## src/design/bitmap_slot_allocator_assert.svh

```systemverilog
// Assertion macros shared by the allocator modules.
`ifndef BITMAP_SLOT_ALLOCATOR_ASSERT_SVH
`define BITMAP_SLOT_ALLOCATOR_ASSERT_SVH
`ifndef SYNTHESIS
`define BSA_ASSERT_IMP(label, clk, rst_n, ante, cons) \
    label: assert property (@(posedge clk) disable iff (!rst_n) (ante) |-> (cons)) \
        else $error("allocator check failed");
`define BSA_ASSERT_NXT(label, clk, rst_n, ante, cons) \
    label: assert property (@(posedge clk) disable iff (!rst_n) (ante) |=> (cons)) \
        else $error("allocator check failed");
`else
`define BSA_ASSERT_IMP(label, clk, rst_n, ante, cons)
`define BSA_ASSERT_NXT(label, clk, rst_n, ante, cons)
`endif
`endif

```

## src/design/bsa_pkg.sv

```systemverilog
// Shared types and constants of the bitmap slot allocator.
package bsa_pkg;

    localparam int NUM_SLOTS_DEF = 256;
    localparam int MAX_BATCH_DEF = 64;

    // free map is stored as words of WORD_W slot bits
    localparam int WORD_W  = 16;
    localparam int WORD_LW = 4;

    localparam int OPC_W = 2;
    localparam int SLT_W = 8;
    localparam int CNT_W = 7;
    localparam int RUN_W = 6;

    localparam logic [OPC_W-1:0] OP_FIND_FIRST = 2'd0;
    localparam logic [OPC_W-1:0] OP_FIND_N     = 2'd1;
    localparam logic [OPC_W-1:0] OP_MARK_USED  = 2'd2;
    localparam logic [OPC_W-1:0] OP_MARK_FREE  = 2'd3;

    typedef enum logic [2:0] {
        ST_IDLE,
        ST_MARK,
        ST_FETCH,
        ST_SCAN,
        ST_NONE
    } state_t;

    typedef struct packed {
        logic             found;
        logic [SLT_W-1:0] slot_id;
        logic [RUN_W-1:0] run_index;
        logic             last;
    } res_t;

endpackage

```

## src/design/bsa_map_ram.sv

```systemverilog
// Free-map word memory with registered read and per-word valid bits.
`include "bitmap_slot_allocator_assert.svh"
module bsa_map_ram
    import bsa_pkg::*;
#(
    parameter int NUM_SLOTS = NUM_SLOTS_DEF,
    localparam int NUM_WORDS = (NUM_SLOTS + WORD_W - 1) / WORD_W,
    localparam int ADDR_W    = (NUM_WORDS > 1) ? $clog2(NUM_WORDS) : 1
)
(
    input  logic                 clk,
    input  logic                 rst_n,
    input  logic                 rd_en,
    input  logic [ADDR_W-1:0]    rd_addr,
    output logic [WORD_W-1:0]    rd_data,
    input  logic                 wr_en,
    input  logic [ADDR_W-1:0]    wr_addr,
    input  logic [WORD_W-1:0]    wr_data
);

    logic [WORD_W-1:0]    mem [NUM_WORDS];
    logic [NUM_WORDS-1:0] vld_reg;
    logic [WORD_W-1:0]    data_reg;
    logic                 dvld_reg;

    always_ff @(posedge clk)
    begin
        if (wr_en)
        begin
            mem[wr_addr] <= wr_data;
        end
        if (rd_en)
        begin
            data_reg <= mem[rd_addr];
        end
    end

    // a word never written reads as all free
    always_ff @(posedge clk or negedge rst_n)
    begin
        if (!rst_n)
        begin
            vld_reg  <= '0;
            dvld_reg <= 1'b0;
        end
        else
        begin
            if (wr_en)
            begin
                vld_reg[wr_addr] <= 1'b1;
            end
            if (rd_en)
            begin
                dvld_reg <= vld_reg[rd_addr];
            end
        end
    end

    assign rd_data = dvld_reg ? data_reg : {WORD_W{1'b1}};

endmodule

```

## src/design/bsa_out_reg.sv

```systemverilog
// Output register of the result channel.
module bsa_out_reg
    import bsa_pkg::*;
(
    input  logic clk,
    input  logic rst_n,
    input  logic push,
    input  res_t res,
    output logic can_load,
    output logic out_valid,
    input  logic out_stall,
    output res_t out_res
);

    logic valid_reg;
    logic valid_next;
    res_t res_reg;

    assign can_load   = !valid_reg || !out_stall;
    assign valid_next = push || (valid_reg && out_stall);

    always_ff @(posedge clk or negedge rst_n)
    begin
        if (!rst_n)
        begin
            valid_reg <= 1'b0;
        end
        else
        begin
            valid_reg <= valid_next;
        end
    end

    always_ff @(posedge clk)
    begin
        if (push)
        begin
            res_reg <= res;
        end
    end

    assign out_valid = valid_reg;
    assign out_res   = res_reg;

endmodule

```

## src/design/bsa_ctrl.sv

```systemverilog
// Request sequencer: map read-modify-write and word-by-word free scan.
`include "bitmap_slot_allocator_assert.svh"
module bsa_ctrl
    import bsa_pkg::*;
#(
    parameter int NUM_SLOTS = NUM_SLOTS_DEF,
    parameter int MAX_BATCH = MAX_BATCH_DEF,
    localparam int NUM_WORDS = (NUM_SLOTS + WORD_W - 1) / WORD_W,
    localparam int ADDR_W    = (NUM_WORDS > 1) ? $clog2(NUM_WORDS) : 1
)
(
    input  logic                 clk,
    input  logic                 rst_n,
    input  logic                 in_valid,
    output logic                 in_stall,
    input  logic [OPC_W-1:0]     opcode,
    input  logic [SLT_W-1:0]     slot,
    input  logic [CNT_W-1:0]     request_count,
    output logic                 rd_en,
    output logic [ADDR_W-1:0]    rd_addr,
    input  logic [WORD_W-1:0]    rd_data,
    output logic                 wr_en,
    output logic [ADDR_W-1:0]    wr_addr,
    output logic [WORD_W-1:0]    wr_data,
    output logic                 push,
    output res_t                 res,
    input  logic                 can_load
);

    state_t             state_reg, state_next;
    logic               set_reg, set_next;
    logic [SLT_W-1:0]   slot_reg, slot_next;
    logic [CNT_W-1:0]   want_reg, want_next;
    logic [CNT_W-1:0]   cnt_reg, cnt_next;
    logic [ADDR_W-1:0]  word_reg, word_next;
    logic [WORD_W-1:0]  cur_reg, cur_next;
    logic               pend_reg, pend_next;
    logic [SLT_W-1:0]   pslot_reg, pslot_next;

    logic [SLT_W-1:0]   slot_m;
    logic [WORD_LW-1:0] low_pos;
    logic               cur_has;
    logic [WORD_W-1:0]  cur_clr;
    logic [WORD_W-1:0]  word_mask;
    logic [WORD_W-1:0]  bit_sel;
    logic               count_done;
    logic               last_word;
    logic               accept;
    logic [CNT_W-1:0]   want_sat;

    // out-of-range slots fold to slot 0
    assign slot_m = ({24'd0, slot} >= 32'(NUM_SLOTS)) ? '0 : slot;
    assign accept = in_valid && !in_stall;
    assign want_sat = (request_count > CNT_W'(MAX_BATCH)) ? CNT_W'(MAX_BATCH)
                                                           : request_count;

    always_comb
    begin
        low_pos = '0;
        for (int i = WORD_W - 1; i >= 0; i--)
        begin
            if (cur_reg[i])
            begin
                low_pos = WORD_LW'(i);
            end
        end
    end

    // bits past the last slot in the final word never count as free
    always_comb
    begin
        for (int b = 0; b < WORD_W; b++)
        begin
            word_mask[b] = (32'({word_reg, WORD_LW'(b)}) < 32'(NUM_SLOTS));
        end
    end

    assign cur_has    = |cur_reg;
    assign cur_clr    = cur_reg & (cur_reg - WORD_W'(1));
    assign count_done = pend_reg && (cnt_reg == want_reg);
    assign last_word  = (word_reg == ADDR_W'(NUM_WORDS - 1));
    assign bit_sel    = WORD_W'(1) << slot_reg[WORD_LW-1:0];

    always_ff @(posedge clk or negedge rst_n)
    begin
        if (!rst_n)
        begin
            state_reg <= ST_IDLE;
            pend_reg  <= 1'b0;
        end
        else
        begin
            state_reg <= state_next;
            pend_reg  <= pend_next;
        end
    end

    always_ff @(posedge clk)
    begin
        set_reg   <= set_next;
        slot_reg  <= slot_next;
        want_reg  <= want_next;
        cnt_reg   <= cnt_next;
        word_reg  <= word_next;
        cur_reg   <= cur_next;
        pslot_reg <= pslot_next;
    end

    // next state
    always_comb
    begin
        state_next = state_reg;
        unique case (state_reg)
            ST_IDLE:
            begin
                if (accept)
                begin
                    if (opcode == OP_MARK_USED || opcode == OP_MARK_FREE)
                    begin
                        state_next = ST_MARK;
                    end
                    else if (opcode == OP_FIND_N && request_count == '0)
                    begin
                        state_next = ST_NONE;
                    end
                    else
                    begin
                        state_next = ST_FETCH;
                    end
                end
            end
            ST_MARK, ST_NONE:
            begin
                if (can_load)
                begin
                    state_next = ST_IDLE;
                end
            end
            ST_FETCH:
            begin
                state_next = ST_SCAN;
            end
            ST_SCAN:
            begin
                priority if (count_done)
                begin
                    if (can_load)
                    begin
                        state_next = ST_IDLE;
                    end
                end
                else if (cur_has)
                begin
                    state_next = ST_SCAN;
                end
                else if (last_word)
                begin
                    if (can_load)
                    begin
                        state_next = ST_IDLE;
                    end
                end
                else
                begin
                    state_next = ST_FETCH;
                end
            end
            default:
            begin
                state_next = ST_IDLE;
            end
        endcase
    end

    // outputs and datapath
    always_comb
    begin
        in_stall   = 1'b1;
        rd_en      = 1'b0;
        rd_addr    = word_reg;
        wr_en      = 1'b0;
        wr_addr    = ADDR_W'(slot_reg >> WORD_LW);
        wr_data    = set_reg ? (rd_data | bit_sel) : (rd_data & ~bit_sel);
        push       = 1'b0;
        res        = '{found: 1'b0, slot_id: '0, run_index: '0, last: 1'b1};
        set_next   = set_reg;
        slot_next  = slot_reg;
        want_next  = want_reg;
        cnt_next   = cnt_reg;
        word_next  = word_reg;
        cur_next   = cur_reg;
        pend_next  = pend_reg;
        pslot_next = pslot_reg;
        unique case (state_reg)
            ST_IDLE:
            begin
                in_stall   = 1'b0;
                set_next   = (opcode == OP_MARK_FREE);
                slot_next  = slot_m;
                want_next  = (opcode == OP_FIND_FIRST) ? CNT_W'(1) : want_sat;
                cnt_next   = '0;
                word_next  = '0;
                pend_next  = 1'b0;
                if (accept)
                begin
                    rd_en = (opcode != OP_FIND_N) || (request_count != '0);
                    if (opcode == OP_MARK_USED || opcode == OP_MARK_FREE)
                    begin
                        rd_addr = ADDR_W'(slot_m >> WORD_LW);
                    end
                    else
                    begin
                        rd_addr = '0;
                    end
                end
            end
            ST_MARK:
            begin
                if (can_load)
                begin
                    wr_en = 1'b1;
                    push  = 1'b1;
                    res   = '{found: 1'b0, slot_id: slot_reg, run_index: '0, last: 1'b1};
                end
            end
            ST_NONE:
            begin
                push = can_load;
            end
            ST_FETCH:
            begin
                cur_next = rd_data & word_mask;
            end
            ST_SCAN:
            begin
                priority if (count_done)
                begin
                    push = can_load;
                    res  = '{found: 1'b1, slot_id: pslot_reg,
                             run_index: RUN_W'(cnt_reg - CNT_W'(1)), last: 1'b1};
                end
                else if (cur_has)
                begin
                    // hold one found slot back until we know whether it is the last
                    res = '{found: 1'b1, slot_id: pslot_reg,
                            run_index: RUN_W'(cnt_reg - CNT_W'(1)), last: 1'b0};
                    if (!pend_reg || can_load)
                    begin
                        push       = pend_reg;
                        cur_next   = cur_clr;
                        pend_next  = 1'b1;
                        pslot_next = SLT_W'({word_reg, low_pos});
                        cnt_next   = cnt_reg + CNT_W'(1);
                    end
                end
                else if (last_word)
                begin
                    push = can_load;
                    if (pend_reg)
                    begin
                        res = '{found: 1'b1, slot_id: pslot_reg,
                                run_index: RUN_W'(cnt_reg - CNT_W'(1)), last: 1'b1};
                    end
                end
                else
                begin
                    rd_en     = 1'b1;
                    rd_addr   = word_reg + ADDR_W'(1);
                    word_next = word_reg + ADDR_W'(1);
                end
            end
            default:
            begin
                in_stall = 1'b1;
            end
        endcase
    end

    `BSA_ASSERT_IMP(a_push_room, clk, rst_n, push, can_load)
    `BSA_ASSERT_IMP(a_rw_apart, clk, rst_n, wr_en, !rd_en)
    `BSA_ASSERT_NXT(a_last_frees, clk, rst_n, push && res.last, !in_stall)
    `BSA_ASSERT_NXT(a_write_acks, clk, rst_n, wr_en, !in_stall)

endmodule

```

## src/design/bitmap_slot_allocator.sv

```systemverilog
// Top level of the bitmap free-slot allocator.
//
//  channel | valid     | stall     | payload
//  --------+-----------+-----------+------------------------------------
//  request | in_valid  | in_stall  | opcode, slot, request_count
//  result  | out_valid | out_stall | found, slot_id, run_index, last
//
// The free map lives in a word memory (16 slots per word, registered read).
// Mark: read the word, then write it back with the ack.
// Find: each word is fetched, masked and scanned for free slots, which are sent
//   as results; one request is worked at a time.
// Reset marks every slot free at once through per-word valid bits.
// A stalled result channel holds the sequencer; in_stall stays high until
//   the last result of a request has been loaded into the output register.
module bitmap_slot_allocator
    import bsa_pkg::*;
#(
    parameter int NUM_SLOTS = NUM_SLOTS_DEF,
    parameter int MAX_BATCH = MAX_BATCH_DEF
)
(
    input  logic              clk,
    input  logic              rst_n,
    input  logic              in_valid,
    output logic              in_stall,
    input  logic [OPC_W-1:0]  opcode,
    input  logic [SLT_W-1:0]  slot,
    input  logic [CNT_W-1:0]  request_count,
    output logic              out_valid,
    input  logic              out_stall,
    output logic              found,
    output logic [SLT_W-1:0]  slot_id,
    output logic [RUN_W-1:0]  run_index,
    output logic              last
);

    localparam int NUM_WORDS = (NUM_SLOTS + WORD_W - 1) / WORD_W;
    localparam int ADDR_W    = (NUM_WORDS > 1) ? $clog2(NUM_WORDS) : 1;

    logic              rd_en;
    logic [ADDR_W-1:0] rd_addr;
    logic [WORD_W-1:0] rd_data;
    logic              wr_en;
    logic [ADDR_W-1:0] wr_addr;
    logic [WORD_W-1:0] wr_data;
    logic              push;
    logic              can_load;
    res_t              res;
    res_t              out_res;

    bsa_map_ram #(
        .NUM_SLOTS (NUM_SLOTS)
    ) u_ram (
        .clk     (clk),
        .rst_n   (rst_n),
        .rd_en   (rd_en),
        .rd_addr (rd_addr),
        .rd_data (rd_data),
        .wr_en   (wr_en),
        .wr_addr (wr_addr),
        .wr_data (wr_data)
    );

    // sequencer: one request at a time, at most one result per cycle
    bsa_ctrl #(
        .NUM_SLOTS (NUM_SLOTS),
        .MAX_BATCH (MAX_BATCH)
    ) u_ctrl (
        .clk           (clk),
        .rst_n         (rst_n),
        .in_valid      (in_valid),
        .in_stall      (in_stall),
        .opcode        (opcode),
        .slot          (slot),
        .request_count (request_count),
        .rd_en         (rd_en),
        .rd_addr       (rd_addr),
        .rd_data       (rd_data),
        .wr_en         (wr_en),
        .wr_addr       (wr_addr),
        .wr_data       (wr_data),
        .push          (push),
        .res           (res),
        .can_load      (can_load)
    );

    // output register parts the result channel from the scan
    bsa_out_reg u_out (
        .clk       (clk),
        .rst_n     (rst_n),
        .push      (push),
        .res       (res),
        .can_load  (can_load),
        .out_valid (out_valid),
        .out_stall (out_stall),
        .out_res   (out_res)
    );

    assign found     = out_res.found;
    assign slot_id   = out_res.slot_id;
    assign run_index = out_res.run_index;
    assign last      = out_res.last;

endmodule
```

## config.mk

```make
export PLATFORM = sky130hd
export DESIGN_NAME = bitmap_slot_allocator
export DESIGN_NICKNAME = d
export VERILOG_FILES = /design/src/design/bsa_pkg.sv /design/src/design/bsa_map_ram.sv /design/src/design/bsa_out_reg.sv /design/src/design/bsa_ctrl.sv /design/src/design/bitmap_slot_allocator.sv
export VERILOG_INCLUDE_DIRS = /design/src /design/src/design
export SDC_FILE = /design/constraint.sdc
export NUM_CORES = 1
export LEC_CHECK = 0
export BUFFER_PORTS_ARGS = -buffer_cell sky130_fd_sc_hd__buf_2
export CORE_MARGIN = 2
export CORE_UTILIZATION = 40
export CTS_CLUSTER_DIAMETER = 100
export CTS_CLUSTER_SIZE = 30
export DETAILED_ROUTE_END_ITERATION = 10
export GPL_TIMING_DRIVEN = 0
export PLACE_DENSITY = 0.57
export SYNTH_ARGS = -nofsm -noshare
export SYNTH_HDL_FRONTEND = slang
export SYNTH_SLANG_ARGS = --single-unit
```

## constraint.sdc

```tcl
create_clock -name clk -period 6.7 [get_ports clk]
set_input_delay 0.67 -clock clk [delete_from_list [all_inputs] [get_ports clk]]
set_output_delay 0.67 -clock clk [all_outputs]
set_load 0.01 [all_outputs]
```

==> run_results.csv <==
group,metric,value,unit
worst_setup_path,cp_top_family,"simple AND/OR/NAND/NOR gates",
cells_and_area,final_util,45.2,%
synth,ys_seq_area_share,69.6,%
global_routing,grt-ovfl-total,0,
hold_path,hold_path.class,"in -> async",
synth,ys_warn_count,0,
floorplanning,start_util,40.7,%
worst_setup_path,path_cells,"or4_1 -> or4_1 -> buf_2 -> a2111oi_4 -> mux2i_1 -> buf_6 -> buf_2 -> mux2i_1 -> mux2i_1 -> a22oi_2 -> o221ai_1",
drt,wirelength,34.2,mm
global_routing,grt_pass1_vias,8432,
synth,synthTopCellsByCount,"339 x edfxtp_1, 134 x mux2i_1, 75 x nand2_1, 71 x nor2_1, 48 x mux2_2",
global_routing,grt_start_max_net_pins,32,
clock_network,clockBufferDepth,3,
synth,synthesis.area,15400,µm²
pwr,leakage,6.01,nW
drt,wl_met2,16.8,mm
drt,met3_wirelength,1.28,mm
floorplanning,row_count,71,
drt,first_pass_iters,5,
worst_setup_path,path_buf_inv,3,
clock_network,clk_pin_slew,0.12,ns
cells_and_area,n_antenna_cell,0,
clock_network,clkLatencyLatePin,0.53,ns
drt,wl_met1,15.7,mm
clock_network,cts_post_setup_buffers_inserted,0,
global_routing,antenna_found_initial,0,
clock_network,clock-sinks,361,
clock_network,cts_made_buffers,16,
worst_setup_path,end_kind,"flop",
global_routing,groute.usage.overall,16.9,%
global_routing,grt_pass1_wl,51.8,mm
synth,yosysTopAreaCell,"edfxtp_1",
sta,clock.fmax,235,MHz
cells_and_area,drive_gt1_share,18.4,%
cells_and_area,syn_to_final_growth,10.9,%
sta,setup_tns,0,ns
placement,gp_congestion,0.786,
pwr,power_density,412,nW/µm²
sta,slew_headroom,37.0,%
sta,post-route-period-util,63.5,%
cells_and_area,largest_reg_flops,256,
cells_and_area,regMostFlops,"u_ram.mem",
placement,port_buffers,36,
floorplanning,ioPinCount,39,
floorplanning,die_h,200,µm
synth,yosysMostFrequentCell,"edfxtp_1",
worst_setup_path,startpoint_type,"flop",
drt,drt_first_iter_violations,556,
pwr,peakVddDrop,0.000237,V
drt,wl_per_cell,21.2,µm
synth,avgSynthCellArea,15.0,µm²
status,status,"completed",
worst_setup_path,path_class,"reg -> reg",
sta,setup_viol,0,
sta,fin_skew,0.0226,ns
synth,syn_inst,1029,
sta,worstMarginPinSlew,0.940,ns
clock_network,ctsHoldBuffers,0,
worst_setup_path,slowest_delay,0.65,ns
placement,dp_hpwl,24.7,mm
synth,synth_area_leaders,"edfxtp_1 66%, mux2i_1 8.7%, dfrtp_1 3.6%",
sta,rsz0062_at_grt,"false",
worst_setup_path,cpMostUsedCell,"mux2i_1",
synth,async_flop_share,6.09,%
synth,synth_top_area_share,66.0,%
drt,topRoutingLayerUsed,"met4",
synth,synth.distinct_cells,58,
worst_setup_path,crit_required,6.95,ns
drt,ant_nets,0,
worst_setup_path,path_max_fanout,10,
synth,synth_ff_type,"edfxtp_1",
drt,drc,0,
synth,synth_edf_count,339,
clock_network,cts_tree,"built",
floorplanning,die-area,40100,µm²
drt,viasPerCell,5.24,
synth,syn_nets,1053,
job,drv_cap,0,
sta,hold_viol_final,0,
floorplanning,die_x,200,µm
synth,synth-seq-cells,361,
worst_setup_path,worst_ep_arrival_time,4.50,ns
clock_network,cts_resized,0,
drt,num_vias,8468,
clock_network,cts_root_buf,"clkbuf_16",
floorplanning,core,37800,µm²
sta,slew_viol_final,0,
clock_network,h-tree-depth,1,
sta,finalCriticalPeriod,4.25,ns
cells_and_area,nNetsFinal,1125,
worst_setup_path,cp_slowest_cell,"or4_1",
==> report_power, final <==
group | internal, mW | switching (mW)
Combinational | 1.01 | 1.70
Sequential | 2.98 | 0.170
Clock | 0.494 | 0.688
Total | 4.48 | 2.56
==> routing by layer <==
metal,track usage [%],up-vias
met5,0,-
met4,2.78,0
met3,2.02,21
met2,29.2,155
met1,23.5,4245
li1,-,4047
==> area by class of cell <==
class                   count  area (µm²)
multi-input cells         607        4430
clock buffers              18         408
fillers                  3422       20700
repair buffers             54         498
inverters                  11        43.8
flip-flops and latches    361       10700
well taps                 511         639
plain buffers              50         267
clock inverters             5        81.3
==> cell usage in the layout (no fill, tap or decap), drive strengths merged, types with 16 or more instances in the layout <==
cell	instances
edfxtp	339
mux2i	134
buf	79
nand2	75
nor2	73
o21ai	52
mux2	49
clkbuf	43
nand2b	25
dfrtp	22
a21oi	18
nand3	18
or2	18
nor3	18
a22oi	18
o221ai	16
==> cell families (layout without fill, tap and decap cells) <==
| kind of cell | Yosys count | in the layout | share of synthesized area, % |
|---|---|---|---|
| buffers and inverters | 61 | 138 | 2.01 |
| and+or+nand+nor | 269 | 269 | 8.63 |
| xor gates and xnor gates | 17 | 17 | 0.966 |
| AOI/OAI and AO/OA | 135 | 135 | 6.28 |
| muxes | 183 | 183 | 12.3 |
| adders and majority gates | 3 | 3 | 0.243 |
| DFF | 361 | 361 | 69.6 |
==> path summary, 6_finish.rpt <==
path	cells after the start	end	from	slack (ns)
max	11	u_ram.data_reg[13]	u_ctrl.cur_reg[2]	2.45
max reg2reg	11	u_ram.data_reg[13]	u_ctrl.cur_reg[2]	2.45
min	1	u_ram.vld_reg[6]	rst_n	0.1
max in group asynchronous	1	u_ctrl.pend_reg	rst_n	6.23
min in group clk	1	u_ctrl.slot_reg[3]	slot[3]	0.33
min reg2reg	1	u_ram.vld_reg[15]	u_ram.vld_reg[15]	0.48
==> stage by stage <==
| stage | setup WS, ns | instances | hold slack [ns] | area [µm²] | power (mW) |
|---|---|---|---|---|---|
| after floorplan | 3.21 | 1029 | 0.374 | 15400 | 5.05 |
| after global placement | 1.60 | 1576 | 0.449 | 16200 | 5.90 |
| after detailed placement | 2.49 | 1594 | 0.451 | 16600 | 5.94 |
| after CTS | 2.47 | 1617 | 0.0969 | 17100 | 7.11 |
| after global routing | 2.23 | 1617 | 0.138 | 17100 | 7.44 |
| final | 2.45 | 1617 | 0.0956 | 17100 | 7.05 |
(Power assumes the default switching activity.)
